### config.mk
export PLATFORM = sky130hd
export DESIGN_NAME = nco_mix_fifo
export DESIGN_NICKNAME = d
export VERILOG_FILES = /design/src/rtl/core/nco_mix_pkg.sv /design/src/rtl/core/nco_mix_fifo.sv
export VERILOG_INCLUDE_DIRS = /design/src /design/src/rtl/core
export SDC_FILE = /design/constraint.sdc
export NUM_CORES = 1
export LEC_CHECK = 0
export BUFFER_PORTS_ARGS = -buffer_cell sky130_fd_sc_hd__buf_2
export CORE_ASPECT_RATIO = 0.7
export CORE_MARGIN = 2
export CORE_UTILIZATION = 39
export CTS_CLUSTER_DIAMETER = 100
export CTS_CLUSTER_SIZE = 12
export DETAILED_ROUTE_END_ITERATION = 10
export PLACE_DENSITY = 0.56
export SYNTH_ARGS = -nofsm -noshare
export SYNTH_HDL_FRONTEND = slang
export SYNTH_SLANG_ARGS = --single-unit
### constraint.sdc
create_clock -name aclk -period 2.65 [get_ports aclk]
set_clock_uncertainty 0.05 [all_clocks]
set_input_delay 0.53 -clock aclk [delete_from_list [all_inputs] [get_ports aclk]]
set_output_delay 0.53 -clock aclk [all_outputs]
set_load 0.02 [all_outputs]
### src/rtl/core/assert_macros.svh
// Assertion macros shared by the NCO mixer RTL.
// Expects aclk and aresetn in the scope of use.
`ifndef ASSERT_MACROS_SVH
`define ASSERT_MACROS_SVH

// Clocked property, disabled while in reset
`define ASSERT_CLK(lbl, prop, msg) \
    lbl: assert property (@(posedge aclk) disable iff (!aresetn) prop) \
        else $error(msg);

// Condition that must never be true out of reset
`define ASSERT_NEVER(lbl, bad, msg) \
    lbl: assert property (@(posedge aclk) disable iff (!aresetn) !(bad)) \
        else $error(msg);

`endif

### src/rtl/core/nco_mix_pkg.sv
// Package for the NCO complex mixer: widths, types, register codes,
// sine table built at elaboration, rounding and saturation helpers.
// No dependencies.
`default_nettype none

package nco_mix_pkg;

    localparam int PHASE_BITS      = 32;
    localparam int TABLE_ADDR_BITS = 10;
    localparam int SAMPLE_BITS     = 16;

    // register file
    localparam int INC_W      = 32;
    localparam int AMP_W      = 16;
    localparam int CFG_W      = 32;
    localparam int CFG_ADDR_W = 2;

    localparam logic [CFG_ADDR_W-1:0] REG_PHASE_INC  = 2'd0;
    localparam logic [CFG_ADDR_W-1:0] REG_AMPLITUDE  = 2'd1;
    localparam logic [CFG_ADDR_W-1:0] REG_MIX_ENABLE = 2'd2;

    // datapath widths
    localparam int QUARTER    = 1 << (TABLE_ADDR_BITS - 2);
    localparam int QIDX_W     = TABLE_ADDR_BITS - 1;
    localparam int TAB_W      = 17;                 // -32768..32768
    localparam int PROD_W     = TAB_W + AMP_W + 1;  // table * amplitude
    localparam int MIX_SHIFT  = 15;
    localparam int C_W        = PROD_W - MIX_SHIFT; // scaled tone
    localparam int MIX_W      = SAMPLE_BITS + C_W;  // sample * tone
    localparam int ACC_W      = (MIX_W > PROD_W) ? MIX_W + 1 : PROD_W + 1;
    localparam int TONE_SHIFT = 31 - SAMPLE_BITS;
    localparam int DATA_W     = ((2 * SAMPLE_BITS + 7) / 8) * 8;
    localparam int NSTG       = 5;                  // back-end stages

    // request queue
    localparam int Q_DEPTH = 4;
    localparam int Q_PTR_W = 2;
    localparam int Q_CNT_W = 3;

    typedef logic [PHASE_BITS-1:0]         phase_t;
    typedef logic [TABLE_ADDR_BITS-1:0]    addr_t;
    typedef logic [QIDX_W-1:0]             qidx_t;
    typedef logic signed [SAMPLE_BITS-1:0] sample_t;
    typedef logic signed [TAB_W-1:0]       tab_t;
    typedef logic signed [PROD_W-1:0]      prod_t;
    typedef logic signed [C_W-1:0]         coef_t;
    typedef logic signed [MIX_W-1:0]       mix_t;
    typedef logic signed [ACC_W-1:0]       acc_t;
    typedef logic [Q_PTR_W-1:0]            qptr_t;
    typedef logic [Q_CNT_W-1:0]            qcnt_t;
    typedef tab_t                          qtab_t [QUARTER];

    typedef struct packed {
        addr_t   addr;
        sample_t in_i;
        sample_t in_q;
        logic    last;
    } item_t;

    typedef struct packed {
        logic [INC_W-1:0] phase_inc;
        logic [AMP_W-1:0] amplitude;
        logic             mix_enable;
    } cfg_t;

    localparam cfg_t CFG_RESET = '{phase_inc: '0, amplitude: 16'h8000, mix_enable: 1'b1};

    localparam acc_t RND_MIX  = acc_t'(1) <<< (MIX_SHIFT - 1);
    localparam acc_t RND_TONE = acc_t'(1) <<< (TONE_SHIFT - 1);
    localparam acc_t SAT_HI   = (acc_t'(1) <<< (SAMPLE_BITS - 1)) - acc_t'(1);
    localparam acc_t SAT_LO   = -SAT_HI - acc_t'(1);

    // First-quadrant sine in Q15, Taylor series to x^15 on a Q30 angle
    function automatic tab_t quarter_sine(input int unsigned j);
        logic [63:0] x;
        logic [63:0] x2;
        logic [63:0] mag;
        longint      sum;
        longint      r;
        x   = (64'd1686629713 * 64'(j) + 64'(QUARTER / 2)) / 64'(QUARTER);
        x2  = (x * x + (64'd1 << 29)) >> 30;
        mag = x;
        sum = longint'(x);
        mag = ((mag * x2) >> 30) / 64'd6;
        sum = sum - longint'(mag);
        mag = ((mag * x2) >> 30) / 64'd20;
        sum = sum + longint'(mag);
        mag = ((mag * x2) >> 30) / 64'd42;
        sum = sum - longint'(mag);
        mag = ((mag * x2) >> 30) / 64'd72;
        sum = sum + longint'(mag);
        mag = ((mag * x2) >> 30) / 64'd110;
        sum = sum - longint'(mag);
        mag = ((mag * x2) >> 30) / 64'd156;
        sum = sum + longint'(mag);
        mag = ((mag * x2) >> 30) / 64'd210;
        sum = sum - longint'(mag);
        if (sum < 0) begin
            sum = 0;
        end
        r = (sum + 64'sd16384) >>> 15;
        if (r > 32768) begin
            r = 32768;
        end
        return tab_t'(r);
    endfunction

    function automatic qtab_t build_qtab();
        qtab_t t;
        for (int k = 0; k < QUARTER; k++) begin
            t[k] = quarter_sine(k);
        end
        return t;
    endfunction

    localparam qtab_t QSINE     = build_qtab();
    localparam tab_t  SINE_PEAK = quarter_sine(QUARTER);

    // Full-wave sine from the quarter table by mirroring
    function automatic tab_t sine_lookup(input addr_t k);
        logic [1:0]                     quad;
        logic [TABLE_ADDR_BITS-3:0]     j;
        qidx_t                          idx;
        tab_t                           v;
        quad = k[TABLE_ADDR_BITS-1 -: 2];
        j    = k[TABLE_ADDR_BITS-3:0];
        idx  = quad[0] ? (qidx_t'(QUARTER) - {1'b0, j}) : {1'b0, j};
        v    = idx[QIDX_W-1] ? SINE_PEAK : QSINE[idx[QIDX_W-2:0]];
        return quad[1] ? -v : v;
    endfunction

    function automatic sample_t sat_sample(input acc_t v);
        if (v > SAT_HI) begin
            return sample_t'(SAT_HI);
        end
        if (v < SAT_LO) begin
            return sample_t'(SAT_LO);
        end
        return sample_t'(v);
    endfunction

endpackage

`default_nettype wire

### src/rtl/core/nco_mix_fifo.sv
// Short request queue between front and back end.
// Uses nco_mix_pkg for the item type and depth.
`default_nettype none
`include "assert_macros.svh"

module nco_mix_fifo (
    input  wire logic               aclk,
    input  wire logic               aresetn,
    input  wire logic               wr_en,
    input  wire nco_mix_pkg::item_t wr_item,
    output      logic               full,
    input  wire logic               rd_en,
    output      nco_mix_pkg::item_t rd_item,
    output      logic               not_empty
);

    nco_mix_pkg::item_t mem_reg [nco_mix_pkg::Q_DEPTH];
    nco_mix_pkg::qptr_t wr_ptr_reg, wr_ptr_next;
    nco_mix_pkg::qptr_t rd_ptr_reg, rd_ptr_next;
    nco_mix_pkg::qcnt_t count_reg, count_next;

    assign full      = (count_reg == nco_mix_pkg::qcnt_t'(nco_mix_pkg::Q_DEPTH));
    assign not_empty = (count_reg != '0);
    assign rd_item   = mem_reg[rd_ptr_reg];

    always_comb begin
        wr_ptr_next = wr_en ? wr_ptr_reg + nco_mix_pkg::qptr_t'(1) : wr_ptr_reg;
        rd_ptr_next = rd_en ? rd_ptr_reg + nco_mix_pkg::qptr_t'(1) : rd_ptr_reg;
        count_next  = count_reg;
        if (wr_en && !rd_en) begin
            count_next = count_reg + nco_mix_pkg::qcnt_t'(1);
        end else if (rd_en && !wr_en) begin
            count_next = count_reg - nco_mix_pkg::qcnt_t'(1);
        end
    end

    always_ff @(posedge aclk) begin
        if (!aresetn) begin
            wr_ptr_reg <= '0;
            rd_ptr_reg <= '0;
            count_reg  <= '0;
        end else begin
            wr_ptr_reg <= wr_ptr_next;
            rd_ptr_reg <= rd_ptr_next;
            count_reg  <= count_next;
        end
    end

    always_ff @(posedge aclk) begin
        if (wr_en) begin
            mem_reg[wr_ptr_reg] <= wr_item;
        end
    end

    `ASSERT_NEVER(a_q_overflow, wr_en && full, "queue written while full")
    `ASSERT_NEVER(a_q_underflow, rd_en && !not_empty, "queue read while empty")

endmodule

`default_nettype wire

**After elaboration in Yosys (flattened, before gate mapping)**

Memories as Yosys holds them, arrays and structs flattened. A register that Yosys moved wholly into a read port is not among the register bits.
Index checks and enable logic that the tools add are counted.

- Register bits after elaboration: 7
- Bits in writable memories: 172
- Input port bits: 47
- Output and inout port bits: 45
- Logic and storage cells: 21
- Memories kept: 1

- Add/subtract/negate cells: 4
- Equality and inequality tests: 1
- Muxes and demuxes: 6
- Reduce and logical (&&, ||, !) cells: 6

Memory list:

| memory | depth | width | rd ports | clocked after Yosys merged registers in | write ports | line | RTL |
|---|---|---|---|---|---|---|---|
| mem_reg | 4 | 43 | 1 | 1 | 1 | nco_mix_fifo.sv:17 | `nco_mix_pkg::item_t mem_reg [nco_mix_pkg::Q_DEPTH];` |

Operators with widths:

| cell | number |
|---|---|
| 3-bit two-way mux | 2 |
| 2-bit by 1-bit adder with 2-bit output (second input constant) | 2 |
| 2-bit two-way mux | 2 |
| 3-bit by 1-bit adder with 3-bit output (second input constant) | 1 |
| 3-bit == test (second input constant) | 1 |
| 3-bit nonzero test | 1 |
| 3-bit by 1-bit subtractor with 3-bit output (second input constant) | 1 |
| 1-bit logical AND | 2 |
| 1-bit zero test | 2 |
| 1-bit two-way mux | 2 |
| 2-bit nonzero test | 1 |

**Longest topological paths before layout**

- Word-level depth: 4
- Depth in mapped cells: 7
- Depth with buffers taken out: 7

**Worst setup path before layout**

Ideal clock, no wire load.

- Path kind: reg2reg
- From: register wr_ptr_reg[0]
- To: memory mem_reg[2][0] (netlist name) (enable)
- Library setup time: 0.405 ns
- Data arrival time: 1.576 ns
- Data required time: 2.195 ns
- Path slack: 0.619 ns
- Stages on the path, launching flop included: 4
- Path buffers: 0
- Clock period less this slack: 2.031 ns
- Path through: dfxtp_1 -> inv_1 -> ha_1 -> and2_1

RTL lines:

| item | line | RTL |
|---|---|---|
| start, declared | nco_mix_fifo.sv:18 | `nco_mix_pkg::qptr_t wr_ptr_reg, wr_ptr_next;` |
| start signal, assigned | nco_mix_fifo.sv:43 | `wr_ptr_reg <= wr_ptr_next;` |
| end, declared | nco_mix_fifo.sv:17 |  |

Straight into the memory's write port.

==> out/qor.csv <==
metric,value,unit
outcome,completed,
yosys_register_bits,181,
start_kind,flip-flop,
wl_per_cell,18.66,um
synthXorXnorAreaFrac,0.6530,%
grt_usage,14.00,%
synth_mux_area_share,14.91,%
grt_pass1_wl,18340,um
clkTransAtPathRegs,0.06,ns
clk_latency,0.42,ns
slew_headroom,72.80,%
wl_met2,5445,um
htree_levels,4,
power.leakage,2.763,nW
yosysUniqueCellTypes,21,
worst_slew_pin_slew,0.4080,ns
post-route-cell-area,0.008066,mm2
core,0.01702,mm2
overflow,0,
vias,3033,
internal_power,5.044,mW
final_net_count,438,
period_minus_slack,2.394,ns
power_frac_seq,51.5,%
drive_above_1_share,45.32,%
synthCells,268,
met1_length,5437,um
drc,0,
multiInputGateArea,0.001236,mm2
pwr-share-comb,11.1,%
layout_common_cells,"edfxtp_1, buf_2, mux4_2",
period_share,90.35,%
io_buffers,91,
largest_reg_flops,172,
min_path_type,input pin to flip-flop,
cts_buffers,17,
irDropWorstVdd,335.3,uV
ant_nets,0,
yosysWarnings,0,
arrival,1.81,ns
synth_simple_gate_area_share,1.381,%
synth_fp_nets,321,
fin_setup_tns,0,ns
viasPerCell,4.837,
synth_fa_ha_area_share,1.231,%
antenna_found_initial,1,
dpl_cell_area,0.007468,mm2
fmax,0.4177,GHz
start_util,39.41,%
clockBufferDepth,2,
layout.area.seq,0.005350,mm2
hold_viol,0,
synth_top_family_by_area,multiplexers,
fp.dieW,160.7,um
cts-root-buf,clkbuf_16,
syn_area,0.006706,mm2
switching_share,21.95,%
cts.sink_count,181,
grt_max_degree,44,
holdWs,0.2675,ns
rsz0062_at_grt,false,
cp-end-kind,output port,
syn_area_per_cell,25.02,um2
cap_violations,0,
synth_seq_area_share,79.70,%
wl_met3,597,um
finalWirelength,11700,um
crit_type,flip-flop to output port,
detail_route.first_pass.iterations,4,
cp_max_fo,17,
area_delta_synth_final,20.28,%
worstPathRequired,2.07,ns
final_common_cell,edfxtp_1,
routed.top_layer,met4,
placementRows,40,
chipHeight,113.7,um
nFillCells,1460,
die_area,0.01828,mm2
power.share.clock,37.5,%
setup_viol,0,
io_pins,92,
gp_congestion,0.6399,
drt_iter0_drc,197,
powerDensity,801.2,mW/mm2
postCtsHoldBufs,0,
cts_tree,yes,
dp_hpwl,7124,um
slew_viol_final,0,
grt_pass1_vias,3235,
switchingPower,1.418,mW
synth_compound_area_share,0.1866,%
[final timing paths]
path,slack (ns),startpoint,cells after the start,end
setup reg to reg,1.06,count_reg[0]$_SDFFE_PN0P_,4,count_reg[2]$_SDFFE_PN0P_
setup / recovery,0.26,flip-flop,3,rd_item[25]
hold reg to reg,0.51,count_reg[2]$_SDFFE_PN0P_,2,count_reg[2]$_SDFFE_PN0P_
hold / removal,0.27,wr_item[15],1,mem_reg[2][15]$_DFFE_PP_
[kinds of logic (layout without fill, tap and decap cells)]
kind of cell	count (synthesis)	after routing
flops	181	181
mux	45	45
simple gates	15	15
buf+inv	14	141
fa+ha+maj	6	6
xor+xnor	5	5
compound gates	2	2
other cells	0	1
[power by group through the flow]
| stage | clock network (mW) | registers [mW] | logic (mW) |
|---|---|---|---|
| 5_1_grt | 2.61 | 3.34 | 0.777 |
| 3_5_place_dp | 0 | 3.40 | 0.711 |
| 6_report | 2.42 | 3.33 | 0.715 |
| 3_3_place_gp | 0 | 3.39 | 0.700 |
| 4_1_cts | 2.50 | 3.33 | 0.734 |
| 2_1_floorplan | 0 | 3.37 | 0.485 |
[Yosys cell counts]
cell,instances,area share [%]
edfxtp_1,172,77
mux4_2,40,13
and2_1,9,0.84
dfxtp_1,9,2.7
ha_1,5,0.93
buf_12,4,1.2
buf_2,4,0.30
inv_1,4,0.22
mux4_1,3,1.2
xor2_1,3,0.39
mux2i_1,2,0.30
nor2b_1,2,0.19
or3_1,2,0.19
xnor2_1,2,0.26
a21boi_0,1,0.11
buf_6,1,0.17
clkbuf_1,1,0.056
fa_1,1,0.30
nand2_1,1,0.056
nor3b_1,1,0.11
o21ai_0,1,0.075
[repair_timing]
item	CTS	global route
buffers inserted	4	0
endpoints found under the setup margin	2	0
endpoints found under the hold margin	0	0
gates resized for setup	0	0
[per-layer routing]
metal	up-vias	global-route usage (%)
met3	19	4.364
met1	1588	18.95
met2	68	20.80
met4	0	6.964
li1	1358	-
met5	-	0
[cell type report]
cell class                 instances  area share (%)
inverter                           4          0.1861
timing repair buffer             108           7.538
clock inverter                    11           1.691
clock buffer                      18           5.320
antenna                            1         0.03102
multi-input combinational         73           15.33
tap                              231           3.583
sequential                       181           66.33
[stage by stage]
| step | setup WS, ns | cells | utilization (%) | total power, mW |
|---|---|---|---|---|
| floorplan | 0.6192 | 268 | - | 3.857 |
| detailed placement | 0.4652 | 593 | 43.89 | 4.111 |
| finish | 0.2557 | 627 | 47.40 | 6.463 |
| global route | 0.1664 | 626 | 47.39 | 6.723 |
| global placement | 0.4860 | 593 | 43.89 | 4.093 |
| CTS | 0.2098 | 626 | 47.39 | 6.558 |
[critical path, stage by stage, from the launching register on]
cell	delay, ns
dfxtp_4	0.44
buf_12	0.21
mux4_2	0.54
buf_2	0.18
Note: power is estimated with default switching activity, not from simulation.
