$ cat src/rtl/core/assert_macros.svh
// Assertion macros shared by the NCO mixer RTL.
// Expects aclk and aresetn in the scope of use.
`ifndef ASSERT_MACROS_SVH
`define ASSERT_MACROS_SVH

// Clocked property, disabled while in reset
`define ASSERT_CLK(lbl, prop, msg) \
    lbl: assert property (@(posedge aclk) disable iff (!aresetn) prop) \
        else $error(msg);

// Condition that must never be true out of reset
`define ASSERT_NEVER(lbl, bad, msg) \
    lbl: assert property (@(posedge aclk) disable iff (!aresetn) !(bad)) \
        else $error(msg);

`endif

$ cat src/rtl/core/nco_mix_pkg.sv
// Package for the NCO complex mixer: widths, types, register codes,
// sine table built at elaboration, rounding and saturation helpers.
// No dependencies.
`default_nettype none

package nco_mix_pkg;

    localparam int PHASE_BITS      = 32;
    localparam int TABLE_ADDR_BITS = 10;
    localparam int SAMPLE_BITS     = 16;

    // register file
    localparam int INC_W      = 32;
    localparam int AMP_W      = 16;
    localparam int CFG_W      = 32;
    localparam int CFG_ADDR_W = 2;

    localparam logic [CFG_ADDR_W-1:0] REG_PHASE_INC  = 2'd0;
    localparam logic [CFG_ADDR_W-1:0] REG_AMPLITUDE  = 2'd1;
    localparam logic [CFG_ADDR_W-1:0] REG_MIX_ENABLE = 2'd2;

    // datapath widths
    localparam int QUARTER    = 1 << (TABLE_ADDR_BITS - 2);
    localparam int QIDX_W     = TABLE_ADDR_BITS - 1;
    localparam int TAB_W      = 17;                 // -32768..32768
    localparam int PROD_W     = TAB_W + AMP_W + 1;  // table * amplitude
    localparam int MIX_SHIFT  = 15;
    localparam int C_W        = PROD_W - MIX_SHIFT; // scaled tone
    localparam int MIX_W      = SAMPLE_BITS + C_W;  // sample * tone
    localparam int ACC_W      = (MIX_W > PROD_W) ? MIX_W + 1 : PROD_W + 1;
    localparam int TONE_SHIFT = 31 - SAMPLE_BITS;
    localparam int DATA_W     = ((2 * SAMPLE_BITS + 7) / 8) * 8;
    localparam int NSTG       = 5;                  // back-end stages

    // request queue
    localparam int Q_DEPTH = 4;
    localparam int Q_PTR_W = 2;
    localparam int Q_CNT_W = 3;

    typedef logic [PHASE_BITS-1:0]         phase_t;
    typedef logic [TABLE_ADDR_BITS-1:0]    addr_t;
    typedef logic [QIDX_W-1:0]             qidx_t;
    typedef logic signed [SAMPLE_BITS-1:0] sample_t;
    typedef logic signed [TAB_W-1:0]       tab_t;
    typedef logic signed [PROD_W-1:0]      prod_t;
    typedef logic signed [C_W-1:0]         coef_t;
    typedef logic signed [MIX_W-1:0]       mix_t;
    typedef logic signed [ACC_W-1:0]       acc_t;
    typedef logic [Q_PTR_W-1:0]            qptr_t;
    typedef logic [Q_CNT_W-1:0]            qcnt_t;
    typedef tab_t                          qtab_t [QUARTER];

    typedef struct packed {
        addr_t   addr;
        sample_t in_i;
        sample_t in_q;
        logic    last;
    } item_t;

    typedef struct packed {
        logic [INC_W-1:0] phase_inc;
        logic [AMP_W-1:0] amplitude;
        logic             mix_enable;
    } cfg_t;

    localparam cfg_t CFG_RESET = '{phase_inc: '0, amplitude: 16'h8000, mix_enable: 1'b1};

    localparam acc_t RND_MIX  = acc_t'(1) <<< (MIX_SHIFT - 1);
    localparam acc_t RND_TONE = acc_t'(1) <<< (TONE_SHIFT - 1);
    localparam acc_t SAT_HI   = (acc_t'(1) <<< (SAMPLE_BITS - 1)) - acc_t'(1);
    localparam acc_t SAT_LO   = -SAT_HI - acc_t'(1);

    // First-quadrant sine in Q15, Taylor series to x^15 on a Q30 angle
    function automatic tab_t quarter_sine(input int unsigned j);
        logic [63:0] x;
        logic [63:0] x2;
        logic [63:0] mag;
        longint      sum;
        longint      r;
        x   = (64'd1686629713 * 64'(j) + 64'(QUARTER / 2)) / 64'(QUARTER);
        x2  = (x * x + (64'd1 << 29)) >> 30;
        mag = x;
        sum = longint'(x);
        mag = ((mag * x2) >> 30) / 64'd6;
        sum = sum - longint'(mag);
        mag = ((mag * x2) >> 30) / 64'd20;
        sum = sum + longint'(mag);
        mag = ((mag * x2) >> 30) / 64'd42;
        sum = sum - longint'(mag);
        mag = ((mag * x2) >> 30) / 64'd72;
        sum = sum + longint'(mag);
        mag = ((mag * x2) >> 30) / 64'd110;
        sum = sum - longint'(mag);
        mag = ((mag * x2) >> 30) / 64'd156;
        sum = sum + longint'(mag);
        mag = ((mag * x2) >> 30) / 64'd210;
        sum = sum - longint'(mag);
        if (sum < 0) begin
            sum = 0;
        end
        r = (sum + 64'sd16384) >>> 15;
        if (r > 32768) begin
            r = 32768;
        end
        return tab_t'(r);
    endfunction

    function automatic qtab_t build_qtab();
        qtab_t t;
        for (int k = 0; k < QUARTER; k++) begin
            t[k] = quarter_sine(k);
        end
        return t;
    endfunction

    localparam qtab_t QSINE     = build_qtab();
    localparam tab_t  SINE_PEAK = quarter_sine(QUARTER);

    // Full-wave sine from the quarter table by mirroring
    function automatic tab_t sine_lookup(input addr_t k);
        logic [1:0]                     quad;
        logic [TABLE_ADDR_BITS-3:0]     j;
        qidx_t                          idx;
        tab_t                           v;
        quad = k[TABLE_ADDR_BITS-1 -: 2];
        j    = k[TABLE_ADDR_BITS-3:0];
        idx  = quad[0] ? (qidx_t'(QUARTER) - {1'b0, j}) : {1'b0, j};
        v    = idx[QIDX_W-1] ? SINE_PEAK : QSINE[idx[QIDX_W-2:0]];
        return quad[1] ? -v : v;
    endfunction

    function automatic sample_t sat_sample(input acc_t v);
        if (v > SAT_HI) begin
            return sample_t'(SAT_HI);
        end
        if (v < SAT_LO) begin
            return sample_t'(SAT_LO);
        end
        return sample_t'(v);
    endfunction

endpackage

`default_nettype wire

$ cat src/rtl/core/nco_mix_front.sv
// Front end: takes sample requests, tags each with the table address of the
// current phase and advances the phase accumulator. Uses nco_mix_pkg.
`default_nettype none
`include "assert_macros.svh"

module nco_mix_front (
    input  wire logic                            aclk,
    input  wire logic                            aresetn,
    input  wire logic                            s_tvalid,
    output      logic                            s_tready,
    input  wire nco_mix_pkg::sample_t            in_i,
    input  wire nco_mix_pkg::sample_t            in_q,
    input  wire logic                            in_last,
    input  wire logic [nco_mix_pkg::INC_W-1:0]   phase_inc,
    input  wire logic                            q_full,
    output      logic                            q_push,
    output      nco_mix_pkg::item_t              q_item
);

    nco_mix_pkg::phase_t phase_reg;
    nco_mix_pkg::phase_t phase_next;
    logic                accept;

    assign s_tready = !q_full;
    assign accept   = s_tvalid && s_tready;
    assign q_push   = accept;

    // address comes from the phase before this sample's advance
    always_comb begin
        q_item.addr = phase_reg[nco_mix_pkg::PHASE_BITS-1 -: nco_mix_pkg::TABLE_ADDR_BITS];
        q_item.in_i = in_i;
        q_item.in_q = in_q;
        q_item.last = in_last;
    end

    always_comb begin
        phase_next = phase_reg;
        if (accept) begin
            phase_next = phase_reg + nco_mix_pkg::phase_t'($signed(phase_inc));
        end
    end

    always_ff @(posedge aclk) begin
        if (!aresetn) begin
            phase_reg <= '0;
        end else begin
            phase_reg <= phase_next;
        end
    end

    `ASSERT_CLK(a_phase_hold, !accept |=> $stable(phase_reg), "phase moved without a request")

endmodule

`default_nettype wire

$ cat config.mk
export PLATFORM = sky130hd
export DESIGN_NAME = nco_mix_front
export DESIGN_NICKNAME = d
export VERILOG_FILES = /design/src/rtl/core/nco_mix_pkg.sv /design/src/rtl/core/nco_mix_front.sv
export VERILOG_INCLUDE_DIRS = /design/src /design/src/rtl/core
export SDC_FILE = /design/constraint.sdc
export NUM_CORES = 1
export LEC_CHECK = 0
export BUFFER_PORTS_ARGS = -buffer_cell sky130_fd_sc_hd__buf_2
export CORE_MARGIN = 8
export CORE_UTILIZATION = 35
export DETAILED_ROUTE_END_ITERATION = 8
export PLACE_DENSITY_LB_ADDON = 0.08
export SYNTH_ARGS = -nofsm -noshare
export SYNTH_HDL_FRONTEND = slang
export SYNTH_SLANG_ARGS = --single-unit
$ cat constraint.sdc
create_clock -name aclk -period 5.5 [get_ports aclk]
set_input_delay 0.825 -clock aclk [delete_from_list [all_inputs] [get_ports aclk]]
set_output_delay 0.825 -clock aclk [all_outputs]
set_load 0.01 [all_outputs]
== After elaboration in Yosys (flattened, before gate mapping) ==
Cells that the tools add are included.

* Output and inout port bits: 45
* Word-level logic and storage cells: 4
* Bits in registers: 32
* Bits of input ports: 69

* $add $sub $neg: 1
* Reductions and logical operators: 2

{| class="wikitable"
|+ Operators with widths
! kind !! count
|-
| $add 32x32->32 || 1
|-
| $logic_and 1x1->1 || 1
|-
| $logic_not 1->1 || 1
|}

== Logic depth before layout (Yosys ltp) ==
Gate-level depths: netlist of the first run.

* Depth after elaboration: 2
* Depth in mapped cells: 10
* Gate-level depth less buffers: 10

== Least setup slack after synthesis of the first run ==
No wires, ideal clock.

* Kind: in2reg
* Start: input port phase_inc[0] (netlist bit)
* End: register phase_reg[26]
* Slack: 2575 ps
* Required time: 5375 ps
* Arrival: 2800 ps
* Stages: 10
* Setup time: 125 ps
* Path buffers: 0
* Path through: ha_1 > fa_1 > a21o_1 > nand4_2 > a211oi_2 > o211ai_2 > a31oi_2 > a2111oi_1 > or3_1 > nand3_1

* Word-level cells in the longest chain between the ends: 1

{| class="wikitable"
|+ RTL lines
! element !! line !! source
|-
| start, declared || nco_mix_front.sv:14 || <nowiki>input wire logic [nco_mix_pkg::INC_W-1:0] phase_inc,</nowiki>
|-
| $add 32x32->32 || nco_mix_front.sv:39 || <nowiki>phase_next = phase_reg + nco_mix_pkg::phase_t'($signed(phase_inc));</nowiki>
|-
| end signal, assigned || nco_mix_front.sv:47 || <nowiki>phase_reg <= phase_next;</nowiki>
|-
| end, declared || nco_mix_front.sv:20 || <nowiki>nco_mix_pkg::phase_t phase_reg;</nowiki>
|}

Every way passes these cells.
A chain may end at the register's enable or synchronous reset.

== Final worst setup path of the first run ==
Same ends and word-level chain as after synthesis.

==> results of run 1 <==
[synthesized netlist by cell type (10+ instances only)]
cell type  count  share of area [%]
buf_4         43                 10
clkbuf_1      15                1.7
nand3_1       27                4.2
nand2_1       46                5.3
and2_1        15                2.9
o21ai_0       20                3.1
ha_1          31                 12
nor2_1        15                1.7
xor2_1        10                2.7
a21o_1        14                3.2
xnor2_1       10                2.7
inv_1         10                1.2
o21ai_1       18                2.8
a21oi_1       37                5.7
dfxtp_1       32                 20
[stage by stage]
step                      util, %  hold slack, ns  setup slack (ns)  power (W)
after global routing         36.8           0.495              2.30   0.000832
after detailed placement     35.4           0.464              2.20   0.000524
after CTS                    36.8           0.477              2.47   0.000791
final                        36.8           0.471              2.45   0.000778
after global placement       35.4           0.453              2.29   0.000525
after floorplan                 -           0.441              2.57   0.000488
[kinds of logic (layout without fill, tap and decap cells)]
logic type,after synthesis,count (layout),synth area share (%)
XOR/XNOR,20,20,5.41
multiplexers,1,1,0.309
flip-flops,32,32,19.8
AO/OA/AOI/OAI,131,131,25.6
buffers and inverters,71,66,13.3
adder cells (fa/ha/maj),32,32,12.6
AND/OR/NAND/NOR,141,141,23.0
[cell type report]
cell class	count	area (sq um)
Fill cell	1001	5760
Multi-Input combinational cell	325	2170
Sequential cell	32	641
Timing Repair Buffer	48	243
Tap cell	111	139
Clock buffer	7	96.3
Inverter	10	37.5
Clock inverter	1	30.0
[layer usage]
metal,vias up,global-route usage (%),wire length [um]
li1,1485,-,-
met1,1337,16.7,4140
met2,60,23.4,3970
met3,11,2.79,273
met4,0,3.33,68
met5,-,0,0
[worst min-delay path: stages, from the launching register on]
cell and delay, ns:
dfxtp_1 0.32, nand2_1 0.05, a21boi_0 0.06
[power groups by stage]
| stage | sequential (W) | combinational [W] | clock, W |
|---|---|---|---|
| final | 0.000260 | 0.000259 | 0.000260 |
| after global placement | 0.000265 | 0.000260 | 0 |
| after global routing | 0.000262 | 0.000292 | 0.000278 |
| after detailed placement | 0.000265 | 0.000259 | 0 |
| after CTS | 0.000260 | 0.000261 | 0.000270 |
| after floorplan | 0.000262 | 0.000225 | 0 |
[layout by cell type (no fill, tap or decap), types with 8 or more instances in the layout]
master	netlist	final
xnor2_1	10	10
o21ai_0	20	20
a21oi_1	37	37
inv_1	10	10
xor2_1	10	10
nor2_1	15	15
and2_1	15	15
ha_1	31	31
buf_2	2	47
nand2_1	46	46
a21o_1	14	14
and3_1	8	8
o21ai_1	18	18
nand3_1	27	27
dfxtp_1	32	32
[worst paths after layout]
path / depth (start not counted) / end / startpoint / slack [ns]
min: 2 / phase_reg[16] / phase_reg[16] / 0.47
max: 11 / phase_reg[26] / phase_inc[0] / 2.45
max reg2reg: 10 / phase_reg[26] / phase_reg[0] / 2.79
min reg2reg: 2 / phase_reg[16] / phase_reg[16] / 0.47
==> results.toml, run 1 <==
[outcome]
status = "finished, final reports clean"

[synth]
synth_edf_count = 0
synth.avg_cell_area_sq_um = 7.56
postSynthCellCount = 428
synth_ff_type = "dfxtp_1"
synth_fp_nets = 529
async_reset_ff_share_pct = 0
synth_cell_type_count = 60
synth-seq-cells = 32
seq_area_frac_synth_pct = 19.8
yosys_warnings = 0
netlist_area_sq_um = 3240

[clocking]
cts_root_buffer = "clkbuf_8"
cts_tree = "built"
clkLatencyLatePin_ns = 0.29
ctsHoldBuffers = 0
cts_inserted_buffers = 5
cts_setup_buffers = 0
clkTransAtPathRegs_ns = 0.08
clock_sinks = 32
clk_path_buf_depth = 2
htreeDepth = 2
cts_resized = 0

[sta]
fin_crit_ns = 3.05
slew_violations = 0
skew_ns = 0.00681
fin_crit_sh_pct = 55.4
final-setup-viol-count = 0
slew_headroom_pct = 46.3
max_freq_mhz = 328
tightest_slew_ns = 0.805
tns_ns = 0
rsz0062_at_grt = "no"
final_hold_viol_count = 0

[cells_and_area]
largest_reg_flops = 32
stdcell_area_sq_um = 3350
fin_nets = 523
finalNonFillerCells = 534
area_delta_synth_final_pct = 3.56
drive_gt1_share_pct = 15.6
diodes = 0

[die]
ioPinCount = 114
die_w_um = 112
coreArea_sq_um = 9110
die-area_sq_um = 12600
initial_utilization_pct = 35.5
die_h_um = 112
rows = 35

[place]
placed_area_sq_um = 3230
port_buffers = 47
post-dp-hpwl_um = 6400
place_inst = 526
gp_congestion = 0.811

[power_and_ir_drop]
p_leak_nw = 1.53
swShare_pct = 33.7
p_seq_share_pct = 33.4
combPwrFrac_pct = 33.2
p_switching_w = 0.000262
power.internal_w = 0.000516
ir_drop_uv = 134
p_per_area_nw_per_um2 = 232
clkPwrFrac_pct = 33.4

[global_routing]
overflow = 0
grt_pass1_wl_um = 14200
grt_start_max_net_pins = 48
grt_pass1_vias = 2879
grt_usage_pct = 13.5
grt_antenna_before_repair = 0

[setup_path]
crit_type = "in2reg"
path_delay_family = "compound AO/OA/AOI/OAI gates"
critical-path-max-stage-delay_ns = 0.46
slowest_stage = "a2111oi_1"
worstSetupEndpointType = "register"
crit_fanout = 4
cp_num_buf_inv = 1
required_ns = 5.73
cp_cell_sequence = "buf_2 > ha_1 > fa_1 > a21o_1 > nand4_2 > a211oi_2 > o211ai_2 > a31oi_2 > a2111oi_1 > o2111ai_1 > nand3_1"
arrival_ns = 3.27
start_kind = "input port"

[drt]
wire_per_inst_um = 15.8
first_pass_iters = 4
drcViolationCount = 0
wirelength_um = 8460
dr.first_iter.drc_count = 84
dr_total_vias = 2893
drt-vias-per-instance = 5.42
ant_nets = 0

[run]
drv_cap = 0

[min_path]
min_path_type = "reg2reg"
Note: power is estimated with default switching activity, not from simulation.
==> run 2: changes to the inputs <==
clock period = 2.8 ns   (was 5.5 ns; I/O delays follow)
==> run 2 against run 1 <==
Compared with the run above: final cell count increased by 3.6%; critical endpoint unchanged; via count grew 1.2%; largest power group is now combinational logic; sequential share of layout area is 0.59 points lower; clock-buffer cell count up 1; routed wire length up 1.9%; sequential power is 96% higher; combinational power grew 110%; non-clock buffer count grew 19.
==> results.toml, run 2 (synthesis gave the netlist of run 1 again) <==
[clocking]
clkLatencyLatePin_ns = 0.29
htreeDepth = 2
ctsHoldBuffers = 0
cts_root_buffer = "clkbuf_8"
clkTransAtPathRegs_ns = 0.07
clock_sinks = 32
clk_path_buf_depth = 2
cts_inserted_buffers = 5
cts_resized = 0
cts_setup_buffers = 0
cts_tree = "built"

[setup_path]
start_kind = "register"
cp_cell_sequence = "ha_1 > fa_1 > a21o_1 > nand4_2 > a211oi_2 > o211ai_2 > a31oi_2 > a2111oi_1 > or3_1 > nand3_1"
slowest_stage = "a2111oi_1"
critical-path-max-stage-delay_ns = 0.45
worstSetupEndpointType = "register"
required_ns = 2.98
crit_fanout = 4
reg2reg_depth = 10
arrival_ns = 2.79
crit_type = "reg2reg"

[cells_and_area]
area_delta_synth_final_pct = 6.84
drive_gt1_share_pct = 18.8
stdcell_area_sq_um = 3460
fin_nets = 542
multi_input_area_sq_um = 2170
diodes = 0
register_area_sq_um = 641
final_cell_mix = "buf_2, nand2_1, a21oi_1, dfxtp_1, ha_1"
fill_cells = 979
largest_reg_flops = 32
final_common_cell = "buf_2"

[die]
die-area_sq_um = 12600
initial_utilization_pct = 35.5
coreArea_sq_um = 9110
die_h_um = 112
die_w_um = 112
rows = 35
ioPinCount = 114

[power_and_ir_drop]
ir_drop_uv = 171
p_per_area_nw_per_um2 = 418
p_leak_nw = 1.60
power_w = 0.00145

[sta]
slew_violations = 0
hold_ws_ns = 0.466
final_hold_viol_count = 0
slew_headroom_pct = 68.5
tightest_slew_ns = 0.473
max_freq_mhz = 382
tns_ns = 0
skew_ns = 0.00724
fin_crit_sh_pct = 93.5
rsz0062_at_grt = "no"
fin_crit_ns = 2.62
final-setup-viol-count = 0

[run]
drv_cap = 0

[global_routing]
grt_pass1_vias = 2987
grt_usage_pct = 14.1
grt_start_max_net_pins = 47
overflow = 0
grt_antenna_before_repair = 0
grt_pass1_wl_um = 14600

[drt]
dr.first_iter.drc_count = 113
wirelength_um = 8620
wire_per_inst_um = 15.6
dr_total_vias = 2927
drt-vias-per-instance = 5.29
first_pass_iters = 4
drcViolationCount = 0
ant_nets = 0

[min_path]
min_path_type = "reg2reg"
holdPathStages = 2

[place]
gp_congestion = 0.820
post-dp-hpwl_um = 6700
port_buffers = 47
placed_area_sq_um = 3370

[outcome]
status = "finished, final reports clean"
run 2: routing by layer:
metal,GRT usage [%],share of wire (%)
met1,17.7,49
met2,23.6,46
met3,2.90,4.0
met4,4.59,1.2
met5,0,0
run 2: final timing paths:
check                              startpoint            end  slack (ns)
worst max-delay path             phase_reg[0]  phase_reg[26]        0.18
worst min-delay path            phase_reg[13]  phase_reg[13]        0.47
worst max register to register   phase_reg[0]  phase_reg[26]        0.18
worst min register to register  phase_reg[13]  phase_reg[13]        0.47
run 2: worst max-delay path, delay by kind of cell, from the launching register on:
family	cells	cell delay [ns]
compound gates	5	1.19
fa+ha+maj	2	0.63
flops	1	0.32
simple gates	3	0.37
run 2: report_power, final:
| group | internal [W] | switching [W] | total (W) |
|---|---|---|---|
| logic | 0.000239 | 0.000307 | 0.000546 |
| clock network | 0.000201 | 0.000189 | 0.000390 |
| registers | 0.000489 | 0.0000210 | 0.000510 |
| total | 0.000929 | 0.000516 | 0.00145 |
run 2: stage by stage:
| step | util, % | setup slack [ns] | std cells |
|---|---|---|---|
| 6_report | 38.0 | 0.182 | 553 |
| 5_1_grt | 38.0 | 0.00979 | 553 |
| 4_1_cts | 38.0 | 0.222 | 553 |
| 3_5_place_dp | 37.0 | -0.00488 | 545 |
| 3_3_place_gp | 37.0 | 0.0597 | 545 |
| 2_1_floorplan | - | 0.280 | 428 |
run 2: area by class of cell:
| type | instances | area share, % |
|---|---|---|
| clock buffer | 8 | 2.60 |
| inverter | 10 | 1.09 |
| multi-input combinational | 325 | 62.6 |
| sequential | 32 | 18.5 |
| tap | 111 | 4.02 |
| timing repair buffer | 67 | 11.1 |
